===== config.mk =====
export PLATFORM = sky130hd
export DESIGN_NAME = heartbeat_watchdog_beep_code
export DESIGN_NICKNAME = d
export VERILOG_FILES = /design/src/rtl/core/hbwd_pkg.sv /design/src/rtl/core/heartbeat_watchdog_beep_code.sv
export SDC_FILE = /design/constraint.sdc
export NUM_CORES = 1
export LEC_CHECK = 0
export BUFFER_PORTS_ARGS = -buffer_cell sky130_fd_sc_hd__buf_4
export CORE_ASPECT_RATIO = 1.1
export CORE_MARGIN = 5
export CORE_UTILIZATION = 40
export DETAILED_ROUTE_END_ITERATION = 16
export PLACE_DENSITY = 0.59
export SETUP_SLACK_MARGIN = 0.1
export SKIP_CTS_REPAIR_TIMING = 1
export SYNTH_ARGS = -nofsm -noshare
export SYNTH_HDL_FRONTEND = slang
export SYNTH_SLANG_ARGS = --single-unit

===== constraint.sdc =====
create_clock -name i_clk -period 6.8 [get_ports i_clk]
set_input_delay 0.34 -clock i_clk [delete_from_list [all_inputs] [get_ports i_clk]]
set_output_delay 0.34 -clock i_clk [all_outputs]
set_load 0.03 [all_outputs]

===== src/rtl/core/hbwd_pkg.sv =====
// Shared types and constants for the heartbeat watchdog with beep-code buzzer.
// No dependencies; imported by heartbeat_watchdog_beep_code.
package hbwd_pkg;

    // Configuration register indexes.
    localparam logic [1:0] CFG_TIMEOUT = 2'd0;
    localparam logic [1:0] CFG_PERIOD  = 2'd1;

    // Register reset values.
    localparam logic [15:0] TIMEOUT_RST = 16'd200;
    localparam logic [9:0]  PERIOD_RST  = 10'd400;

    // Item kinds carried in the slave-side tuser bit.
    localparam logic MODE_TICK      = 1'b0;
    localparam logic MODE_HEARTBEAT = 1'b1;

    // Width of the scratch arithmetic used for the beep counter.
    localparam int BEEP_MATH_W = 6;

    // Sequencer states.
    typedef enum logic [3:0] {
        S_IDLE = 4'b0001,
        S_SCAN = 4'b0010,
        S_LAST = 4'b0100,
        S_DONE = 4'b1000
    } t_state;

endpackage


===== src/rtl/core/heartbeat_watchdog_beep_code.sv =====
// Multi-channel heartbeat watchdog that drives a beep-code buzzer.
// Depends on hbwd_pkg for register indexes, reset values and the state type.
// Holds the per-device last-seen timestamps in one synchronous memory.

// A heartbeat transfer (tuser = 1) stores the current millisecond time for its
// device and produces no result. A tick transfer (tuser = 0) advances the
// millisecond time and the beep phase, then scans the last-seen memory one
// entry per cycle through its single read port, checks each device's age
// (modulo 2^32) against timeout_ms, and finally updates the tone and beep
// count and emits one result transfer. From its transfer to the loading of
// its result, a tick passes through acceptance, the memory reads of the scan
// state, the last compare in S_LAST and the tone update in S_DONE. Input is
// taken only while no tick is in work. A finished result waits in an output
// register, so a new item can be taken while the result is still pending
// downstream; a second tick stalls in S_DONE until that register is free.
// Entries that have never seen a heartbeat read as time zero through one
// valid flip-flop per entry, cleared at reset, so no clearing pass is needed.
// Configuration writes must be made while no tick is in work.
module heartbeat_watchdog_beep_code #(
    parameter int DEVICES = 8
) (
    input  logic        i_clk,
    input  logic        i_rst_n,
    // Configuration write port.
    input  logic        i_cfg_we,
    input  logic [1:0]  i_cfg_idx,
    input  logic [15:0] i_cfg_data,
    // Input stream.
    input  logic        s_axis_tvalid,
    output logic        s_axis_tready,
    // tdata, lowest bit up: device[2:0], exception_flag[3], startup_busy[4], zero[7:5]
    input  logic [7:0]  s_axis_tdata,
    // tuser: mode (0 = tick, 1 = heartbeat)
    input  logic        s_axis_tuser,
    // Result stream.
    output logic        m_axis_tvalid,
    input  logic        m_axis_tready,
    // tdata, lowest bit up: tone_on[0], tone_note[5:1], offline_mask[13:6],
    // first_offline[16:14], any_offline[17], zero[23:18]
    output logic [23:0] m_axis_tdata
);

    import hbwd_pkg::*;

    localparam int AW = (DEVICES > 1) ? $clog2(DEVICES) : 1;
    localparam int BW = $clog2(DEVICES + 2);

    // Configuration registers.
    logic [15:0] r_timeout;
    logic [9:0]  r_period;

    // Scalar state.
    logic [31:0] r_now;
    logic [9:0]  r_phase;
    logic [BW-1:0] r_beep;
    logic        r_tone_on;
    logic [4:0]  r_tone_note;

    // Tick flags captured at transfer time.
    logic        r_exc;
    logic        r_busy;

    // Last-seen memory and its per-entry valid bits.
    logic [31:0]        mem_seen [DEVICES];
    logic [DEVICES-1:0] r_valid;
    logic [31:0]        r_rd_data;
    logic               r_rd_ok;

    // Scan sequencing.
    t_state      r_state;
    logic [AW-1:0] r_rd_idx;
    logic [AW-1:0] r_cmp_idx;
    logic        r_cmp_vld;

    // Scan accumulators.
    logic [7:0]  r_mask;
    logic [AW-1:0] r_first;
    logic        r_any;

    // Output register.
    logic        r_out_valid;
    logic [23:0] r_out_data;

    logic        in_xfer;
    logic        hb_xfer;
    logic        tick_xfer;
    logic        hb_dev_ok;
    logic [2:0]  in_dev;
    logic        rd_last;
    logic [31:0] cmp_seen;
    logic [31:0] cmp_age;
    logic        cmp_off;
    logic [2:0]  cmp_bit;
    logic        out_free;
    logic        slot_end;
    logic        slot_sound;
    logic [BEEP_MATH_W-1:0] beep_ext;
    logic [BEEP_MATH_W-1:0] beep_inc;
    logic [BEEP_MATH_W-1:0] first_ext;
    logic        n_tone_on;
    logic [4:0]  n_tone_note;
    logic [BW-1:0] n_beep;

    assign s_axis_tready = (r_state == S_IDLE);
    assign in_xfer   = s_axis_tvalid && s_axis_tready;
    assign hb_xfer   = in_xfer && (s_axis_tuser == MODE_HEARTBEAT);
    assign tick_xfer = in_xfer && (s_axis_tuser == MODE_TICK);
    assign in_dev    = s_axis_tdata[2:0];
    // The device field can name indexes beyond the configured device count.
    assign hb_dev_ok = (32'(in_dev) < DEVICES);
    assign rd_last   = (32'(r_rd_idx) == DEVICES - 1);

    // Age compare on the registered read data; unwritten entries read as zero.
    assign cmp_seen = r_rd_ok ? r_rd_data : 32'd0;
    assign cmp_age  = r_now - cmp_seen;
    assign cmp_off  = (cmp_age >= {16'd0, r_timeout});
    assign cmp_bit  = 3'(r_cmp_idx);

    assign out_free = !r_out_valid || m_axis_tready;

    // Beep slot decisions use the phase value already advanced by this tick.
    assign slot_end   = (r_phase >= r_period);
    assign slot_sound = ({r_phase, 1'b0} < {1'b0, r_period});
    assign beep_ext   = BEEP_MATH_W'(r_beep);
    assign beep_inc   = beep_ext + BEEP_MATH_W'(1);
    assign first_ext  = BEEP_MATH_W'(r_first);

    // Tone and beep count update, in priority order: busy, fault, none offline,
    // then the beep code for the lowest offline device.
    always_comb begin
        n_tone_on   = r_tone_on;
        n_tone_note = r_tone_note;
        n_beep      = r_beep;
        if (r_busy) begin
            n_tone_on   = r_tone_on;
        end else if (r_exc) begin
            n_tone_on   = 1'b1;
            n_tone_note = 5'd0;
        end else if (!r_any) begin
            n_tone_on   = 1'b0;
            n_tone_note = 5'd0;
        end else begin
            if (slot_sound) begin
                if (beep_ext <= first_ext) begin
                    n_tone_on   = 1'b1;
                    n_tone_note = 5'(r_beep);
                end else begin
                    n_tone_on   = 1'b0;
                    n_tone_note = 5'd0;
                end
            end
            if (slot_end) begin
                // Two silent slots follow the last beep before the count restarts.
                if (beep_inc > first_ext + BEEP_MATH_W'(2)) begin
                    n_beep = '0;
                end else begin
                    n_beep = BW'(beep_inc);
                end
            end
        end
    end

    // Memory: written by heartbeats while idle, read during the scan; the two
    // never happen in the same cycle, so no forwarding is needed.
    always_ff @(posedge i_clk) begin
        if (hb_xfer && hb_dev_ok) begin
            mem_seen[AW'(in_dev)] <= r_now;
        end
        if (r_state == S_SCAN) begin
            r_rd_data <= mem_seen[r_rd_idx];
            r_rd_ok   <= r_valid[r_rd_idx];
        end
    end

    // Control and state registers.
    always_ff @(posedge i_clk) begin
        if (!i_rst_n) begin
            r_timeout   <= TIMEOUT_RST;
            r_period    <= PERIOD_RST;
            r_now       <= 32'd0;
            r_phase     <= 10'd0;
            r_beep      <= '0;
            r_tone_on   <= 1'b0;
            r_tone_note <= 5'd0;
            r_valid     <= '0;
            r_state     <= S_IDLE;
            r_rd_idx    <= '0;
            r_cmp_vld   <= 1'b0;
            r_out_valid <= 1'b0;
        end else begin
            if (i_cfg_we) begin
                case (i_cfg_idx)
                    CFG_TIMEOUT: r_timeout <= i_cfg_data;
                    CFG_PERIOD:  r_period  <= i_cfg_data[9:0];
                    default: begin
                    end
                endcase
            end

            // The output register loads a finished result, else empties on a transfer.
            if (r_state == S_DONE && out_free) begin
                r_out_valid <= 1'b1;
            end else if (r_out_valid && m_axis_tready) begin
                r_out_valid <= 1'b0;
            end

            r_cmp_vld <= (r_state == S_SCAN);

            case (r_state)
                S_IDLE: begin
                    if (hb_xfer && hb_dev_ok) begin
                        r_valid[AW'(in_dev)] <= 1'b1;
                    end
                    if (tick_xfer) begin
                        r_now    <= r_now + 32'd1;
                        r_phase  <= r_phase + 10'd1;
                        r_rd_idx <= '0;
                        r_state  <= S_SCAN;
                    end
                end
                S_SCAN: begin
                    if (rd_last) begin
                        r_state <= S_LAST;
                    end else begin
                        r_rd_idx <= r_rd_idx + AW'(1);
                    end
                end
                S_LAST: begin
                    r_state <= S_DONE;
                end
                S_DONE: begin
                    if (out_free) begin
                        r_tone_on   <= n_tone_on;
                        r_tone_note <= n_tone_note;
                        r_beep      <= n_beep;
                        if (slot_end) begin
                            r_phase <= 10'd0;
                        end
                        r_state     <= S_IDLE;
                    end
                end
                default: begin
                    r_state <= S_IDLE;
                end
            endcase
        end
    end

    // Payload registers: tick flags, scan accumulators and the result word.
    always_ff @(posedge i_clk) begin
        if (tick_xfer) begin
            r_exc   <= s_axis_tdata[3];
            r_busy  <= s_axis_tdata[4];
            r_mask  <= 8'd0;
            r_first <= '0;
            r_any   <= 1'b0;
        end
        if (r_state == S_SCAN) begin
            r_cmp_idx <= r_rd_idx;
        end
        if (r_cmp_vld && cmp_off) begin
            if (!r_any) begin
                r_first <= r_cmp_idx;
            end
            r_any <= 1'b1;
            // Devices above seven have no bit in the mask.
            if (32'(r_cmp_idx) < 8) begin
                r_mask[cmp_bit] <= 1'b1;
            end
        end
        if (r_state == S_DONE && out_free) begin
            r_out_data <= {6'd0, r_any, 3'(r_first), r_mask, n_tone_note, n_tone_on};
        end
    end

    assign m_axis_tvalid = r_out_valid;
    assign m_axis_tdata  = r_out_data;

`ifndef ASSERT_OFF
    // A silent buzzer always reports note zero.
    a_silent_note: assert property (@(posedge i_clk) disable iff (!i_rst_n)
        !r_tone_on |-> (r_tone_note == 5'd0))
        else $error("tone note nonzero while silent");

    // The beep count never passes the last silent slot of the largest code.
    a_beep_range: assert property (@(posedge i_clk) disable iff (!i_rst_n)
        32'(r_beep) <= DEVICES + 1)
        else $error("beep count out of range");

    // The scan never addresses beyond the memory depth.
    a_scan_addr: assert property (@(posedge i_clk) disable iff (!i_rst_n)
        (r_state == S_SCAN) |-> (32'(r_rd_idx) < DEVICES))
        else $error("scan read address out of range");

    // A heartbeat for a present device marks its entry as written.
    a_hb_valid: assert property (@(posedge i_clk) disable iff (!i_rst_n)
        (hb_xfer && hb_dev_ok) |=> r_valid[AW'($past(in_dev))])
        else $error("heartbeat did not mark its entry valid");

    // A tick transfer leads to a scan, not straight back to idle.
    a_tick_scan: assert property (@(posedge i_clk) disable iff (!i_rst_n)
        tick_xfer |=> (r_state == S_SCAN))
        else $error("tick did not start a scan");
`endif

endmodule

## After elaboration in Yosys (flattened, before gate mapping)

Memories as Yosys holds them, arrays and structs flattened. A register that Yosys moved wholly into a read port is not among the register bits.
Cells that the tools add are included.
Widths: inputs -> output; s select.

| operators by class | value |
|---|---|
| $add $sub $neg | 6 |
| order comparisons | 10 |
| eq/ne operators | 11 |
| mux-type cells | 38 |
| bitwise gates (word level) | 5 |
| reductions and logical operators | 23 |

Operator list:

| cell | count |
|---|---|
| $add 32x1->32 const B | 1 |
| $ge 32x16->1 | 1 |
| $mux 32 | 1 |
| $sub 32x32->32 | 1 |
| $mux 10 | 3 |
| $mux 4 | 5 |
| $mux 5 | 4 |
| $pmux 10 s2 | 1 |
| $mux 8 | 2 |
| $or 8x8->8 | 2 |
| $pmux 4 s4 | 1 |
| $mux 3 | 5 |
| $lt 3x4->1 const B | 3 |
| $mux 1 | 12 |
| $lt 11x10->1 | 1 |
| $add 10x1->10 const B | 1 |
| $ge 10x10->1 | 1 |
| $reduce_and 2->1 | 5 |
| $logic_and 1x1->1 | 8 |
| $ne 2x2->1 const B | 4 |
| $demux 1 s3 | 2 |
| $ge 3x1->1 const B | 2 |
| $pmux 3 s2 | 1 |
| $reduce_and 3->1 | 2 |
| 20 further kinds | 24 |

| storage, ports and cells | value |
|---|---|
| register bits after elaboration | 131 |
| bits in writable memories | 256 |
| input port bits | 32 |
| output and inout bits | 26 |
| word-level logic and storage cells | 114 |
| memories kept | 1 |

Memories:

| memory | words | bits a word | rd ports | clocked after memory_dff | wr ports | RTL line | RTL |
|---|---|---|---|---|---|---|---|
| mem_seen | 8 | 32 | 1 | 1 | 1 | heartbeat_watchdog_beep_code.sv:64 | `logic [31:0] mem_seen [DEVICES];` |

## Depth between registers and ports, before layout

| logic depth | value |
|---|---|
| word-level depth | 6 |
| depth in mapped cells | 22 |
| gate-level depth less buffers | 20 |

## Worst setup path before layout

OpenSTA, ideal clock, no wires.

| timing | value |
|---|---|
| kind | flip-flop to flip-flop |
| start point | reg r_state[1] |
| end point | reg r_rd_idx[0] |
| library setup time | 0.115 ns |
| data arrival time | 5.438 ns |
| slack | 1.248 ns |
| stages on the path, launching flop included | 6 |
| path buffers | 0 |
| period minus slack after synthesis | 5.552 ns |
| path through | dfxtp_1 -> nor4b_1 -> nand2b_1 -> nand3_1 -> o21ai_0 -> and2_1 |

| on the way | value |
|---|---|
| word-level cells in the longest chain between the ends | 5 |
| elaborated cells between the ends (all ways) | 9 |
| those cells by class | 4 x eq/ne; 1 x mux; 4 x reduce/logical |

RTL lines:

| item | RTL line | RTL |
|---|---|---|
| from (decl) | heartbeat_watchdog_beep_code.sv:70 | `t_state r_state;` |
| from (signal assigned) | heartbeat_watchdog_beep_code.sv:186 | `r_state <= S_IDLE;` |
| from (signal assigned) | heartbeat_watchdog_beep_code.sv:218 | `r_state <= S_SCAN;` |
| from (signal assigned) | heartbeat_watchdog_beep_code.sv:223 | `r_state <= S_LAST;` |
| $eq 4x1->1 | heartbeat_watchdog_beep_code.sv:104, heartbeat_watchdog_beep_code.sv:209 |  |
| $logic_and 1x1->1 | heartbeat_watchdog_beep_code.sv:105 | `assign in_xfer = s_axis_tvalid && s_axis_tready;` |
| $logic_and 1x1->1 | heartbeat_watchdog_beep_code.sv:107 | `assign tick_xfer = in_xfer && (s_axis_tuser == MODE_TICK);` |
| $ne 2x1->1 (no line) | n/a |  |
| $reduce_and 3->1 (no line) | n/a |  |
| to (signal assigned) | heartbeat_watchdog_beep_code.sv:225 | `r_rd_idx <= r_rd_idx + AW'(1);` |
| to (decl) | heartbeat_watchdog_beep_code.sv:71 | `logic [AW-1:0] r_rd_idx;` |

Parallel ways exist; a longest one is shown, timed or not.
A chain may end at the register's enable or synchronous reset.

## Worst setup path in the final report

| timing | value |
|---|---|
| start point | reg r_rd_ok |
| end point | reg r_mask[0] |

| on the way | value |
|---|---|
| word-level cells in the longest chain between the ends | 5 |

RTL lines:

| item | RTL line | RTL |
|---|---|---|
| from (decl) | heartbeat_watchdog_beep_code.sv:67 | `logic r_rd_ok;` |
| from (signal assigned) | heartbeat_watchdog_beep_code.sv:171 | `r_rd_ok <= r_valid[r_rd_idx];` |
| $mux 32 | heartbeat_watchdog_beep_code.sv:114 | `assign cmp_seen = r_rd_ok ? r_rd_data : 32'd0;` |
| $sub 32x32->32 | heartbeat_watchdog_beep_code.sv:115 | `assign cmp_age = r_now - cmp_seen;` |
| $ge 32x16->1 | heartbeat_watchdog_beep_code.sv:116 | `assign cmp_off = (cmp_age >= {16'd0, r_timeout});` |
| $logic_and 1x1->1 | heartbeat_watchdog_beep_code.sv:261 | `if (r_cmp_vld && cmp_off) begin` |
| $mux 8 | heartbeat_watchdog_beep_code.sv:261 |  |
| to (signal assigned) | heartbeat_watchdog_beep_code.sv:254 | `r_mask <= 8'd0;` |
| to (signal, indexed assignment) | heartbeat_watchdog_beep_code.sv:268 | `r_mask[cmp_bit] <= 1'b1;` |
| to (decl) | heartbeat_watchdog_beep_code.sv:76 | `logic [7:0] r_mask;` |

No other way between the ends.

==> flow_metrics.tcl <==
set metrics [dict create \
    status "finished clean" \
    clock_skew_ns 0.01936 \
    async_flop_share 0 \
    fmax_mhz 194.1 \
    drtIter0Drc 760 \
    reg2reg_depth 19 \
    synthFlopType "edfxtp_1" \
    synth_edf_count 312 \
    endpoint_kind "flop" \
    die_x_um 217.2 \
    syn_area_um2 18900 \
    fin_area_um2 21420 \
    io_pins 58 \
    cts_buffer_depth 3 \
    intPower_mw 4.438 \
    dp_hpwl_um 24850 \
    finalCriticalPeriod_ns 5.152 \
    vias_per_cell 5.392 \
    ys_seq_area_frac 0.6091 \
    slew_headroom 0.2177 \
    grt_max_degree 85 \
    rsz0062_at_grt "no" \
    min_period_over_period 0.7576 \
    wl_per_cell_um 19.72 \
    grt_pass1_wl_um 64150 \
    leakage_nw 7.856 \
    ys_top_cells_by_area "edfxtp_1 50%, dfxtp_1 11%, mux4_2 7.9%" \
    yosys-top-cells-count "312 x edfxtp_1, 144 x nand2_1, 107 x dfxtp_1, 81 x ha_1, 66 x mux4_2" \
    hold_depth 3 \
    cp_max_fo 32 \
    holdCritPathClass "in -> reg" \
    ys_warn_count 0 \
    clock_latency_ns 0.55 \
    p_seq_frac 0.500 \
    num_antenna_cells 0 \
    cts_root_buf "clkbuf_16" \
    cts.sinks 419 \
    synth_seq_cells 419 \
    grt_overflow 0 \
    postRouteAntennaNets 0 \
    maxCapViolCount 0 \
    dieArea_um2 51700 \
    maxSlewViolCount 0 \
    worst_pin_slew_ns 1.168 \
    numCtsBuffers 43 \
    clkTransAtPathRegs_ns 0.06 \
    vias 11080 \
    synth_top_area_cell "edfxtp_1" \
    hold_viol 0 \
    critPathRequiredTime_ns 7.22 \
    power_density_nw_per_um2 265.5 \
    synth_most_common_cell "edfxtp_1" \
    combPwrFrac 0.074 \
    critical-path-slowest-cell "or2_1" \
    place_ws_ns 1.729 \
    gp_congestion 0.8673 \
    htree_levels 2 \
    final_nets 1539 \
    portBuffers 48 \
    cp-start-kind "flop" \
    arrival_ns 5.57 \
    cpPeakStageDelay_ns 0.41 \
    netlist_instances 1372 \
    final_util 0.4584 \
    placeableCoreArea_um2 46730 \
    yosysTopAreaCellShare 0.4958 \
    worst_slack_ns 1.648 \
    grt_pass1_vias 11270 \
    antenna_found_initial 0 \
    cp_cell_sequence "buf_4 -> and2_1 -> ha_1 -> fa_1 -> nand2b_1 -> a21oi_1 -> o21ai_1 -> o21ai_0 -> a21oi_1 -> xnor2_1 -> ha_1 -> a21o_1 -> a221o_1 -> nor3_1 -> nand4_1 -> a2111oi_2 -> nand4_1 -> or2_1 -> a32o_1" \
    setup_violations 0 \
    start_util 0.4044 \
    switchingPower_mw 1.250 \
    critPathKind "reg -> reg" \
    totalWireLength_um 40500 \
    areaGrowthSynthToFinish_pct 13.37 \
    p_clk_frac 0.426 \
    dr.pass1.iters 6 \
    setup_tns_ns 0 \
    gr-usage-all-layers 0.1560 \
    place_area_um2 19930 \
    drive_gt1_frac 0.1775 \
    rows 83 \
    syn_area_per_cell_um2 13.77 \
    ys_types 74 \
    vdd_drop_max_mv 0.1538 \
    cts_tree "done" \
    die_h_um 238.0 \
    drc_errors 0 \
    p_sw_frac 0.2198 \
]
critical path, delay by kind of cell (launching register included):
| kind | cells | cell delay [ns] |
|---|---|---|
| xor+xnor | 1 | 0.15 |
| simple gates | 6 | 1.34 |
| fa+ha+maj | 3 | 0.90 |
| flops | 1 | 0.35 |
| buf+inv | 1 | 0.25 |
| compound gates | 8 | 2.03 |
through the flow:
| step | std cells | hold WS (ns) | power (mW) |
|---|---|---|---|
| final | 2054 | 0.04514 | 5.688 |
| after global routing | 2054 | 0.03936 | 5.912 |
| after CTS | 2052 | -0.05658 | 5.761 |
| after detailed placement | 1973 | 0.4196 | 3.325 |
| after global placement | 1973 | 0.4203 | 3.314 |
| after floorplan | 1377 | 0.4086 | 3.186 |
state kept, by name, indices dropped and copies added, names as in the netlist, 4 cells and up:
register / count
mem_seen: 256
r_now: 32
r_rd_data: 32
m_axis_tdata: 18
r_timeout: 16
r_period: 10
r_phase: 10
r_mask: 8
r_valid: 8
r_tone_note: 5
r_beep: 4
r_state: 4
cell usage in the layout, fill, tap and decap left out, drive strengths merged, types with 12 or more instances in the layout:
| master | instances |
|---|---|
| a21oi | 36 |
| o21ai | 41 |
| xnor2 | 35 |
| xor2 | 21 |
| nand4 | 24 |
| a21boi | 32 |
| nand2b | 12 |
| dfxtp | 107 |
| and2 | 36 |
| mux4 | 66 |
| edfxtp | 312 |
| o21a | 19 |
| ha | 81 |
| nand3 | 30 |
| nand2 | 144 |
| nor2 | 50 |
| clkbuf | 62 |
| buf | 64 |
| inv | 51 |
| nor3 | 12 |
| a31oi | 13 |
| mux2 | 35 |
| a21o | 25 |
cell families after synthesis:
| logic type | after synthesis | synth area share |
|---|---|---|
| adders and majority gates | 82 | 0.05469 |
| muxes | 112 | 0.1053 |
| buffers and inverters | 115 | 0.02549 |
| and+or+nand+nor | 361 | 0.09574 |
| AOI/OAI and AO/OA | 226 | 0.08349 |
| DFF | 419 | 0.6091 |
| xor gates and xnor gates | 56 | 0.02595 |
| other | 1 | 0.0001984 |
power groups by stage:
stage / Sequential (mW) / Combinational [mW] / Clock (mW)
2_1_floorplan: 2.90 / 0.291 / 0
3_3_place_gp: 2.90 / 0.417 / 0
3_5_place_dp: 2.90 / 0.424 / 0
4_1_cts: 2.85 / 0.426 / 2.49
5_1_grt: 2.85 / 0.466 / 2.59
6_report: 2.84 / 0.422 / 2.42
layer usage:
metal | vias to the layer above | global-route usage | wire (um)
met3 | 52 | 0.02246 | 1543
met5 | - | 0 | 0
met1 | 5529 | 0.2097 | 18280
li1 | 5279 | - | -
met2 | 215 | 0.2704 | 19980
met4 | 0 | 0.03601 | 685
path summary, 6_finish.rpt:
path | start | to | slack, ns
max | r_rd_ok | r_mask[0] | 1.65
min | i_cfg_data[4] | r_period[4] | 0.05
max reg2reg | r_rd_ok | r_mask[0] | 1.65
min reg2reg | r_mask[2] | m_axis_tdata[8] | 0.44
layout make-up:
| cell class | count | area [um^2] |
|---|---|---|
| fill | 4086 | 25310 |
| sequential | 419 | 11520 |
| multi-input combinational | 843 | 6993 |
| clock buffer | 62 | 1250 |
| tap | 595 | 744.5 |
| timing repair buffer | 66 | 500.5 |
| clock inverter | 17 | 222.7 |
| inverter | 52 | 196.4 |
Note: power is estimated with default switching activity, not from simulation.
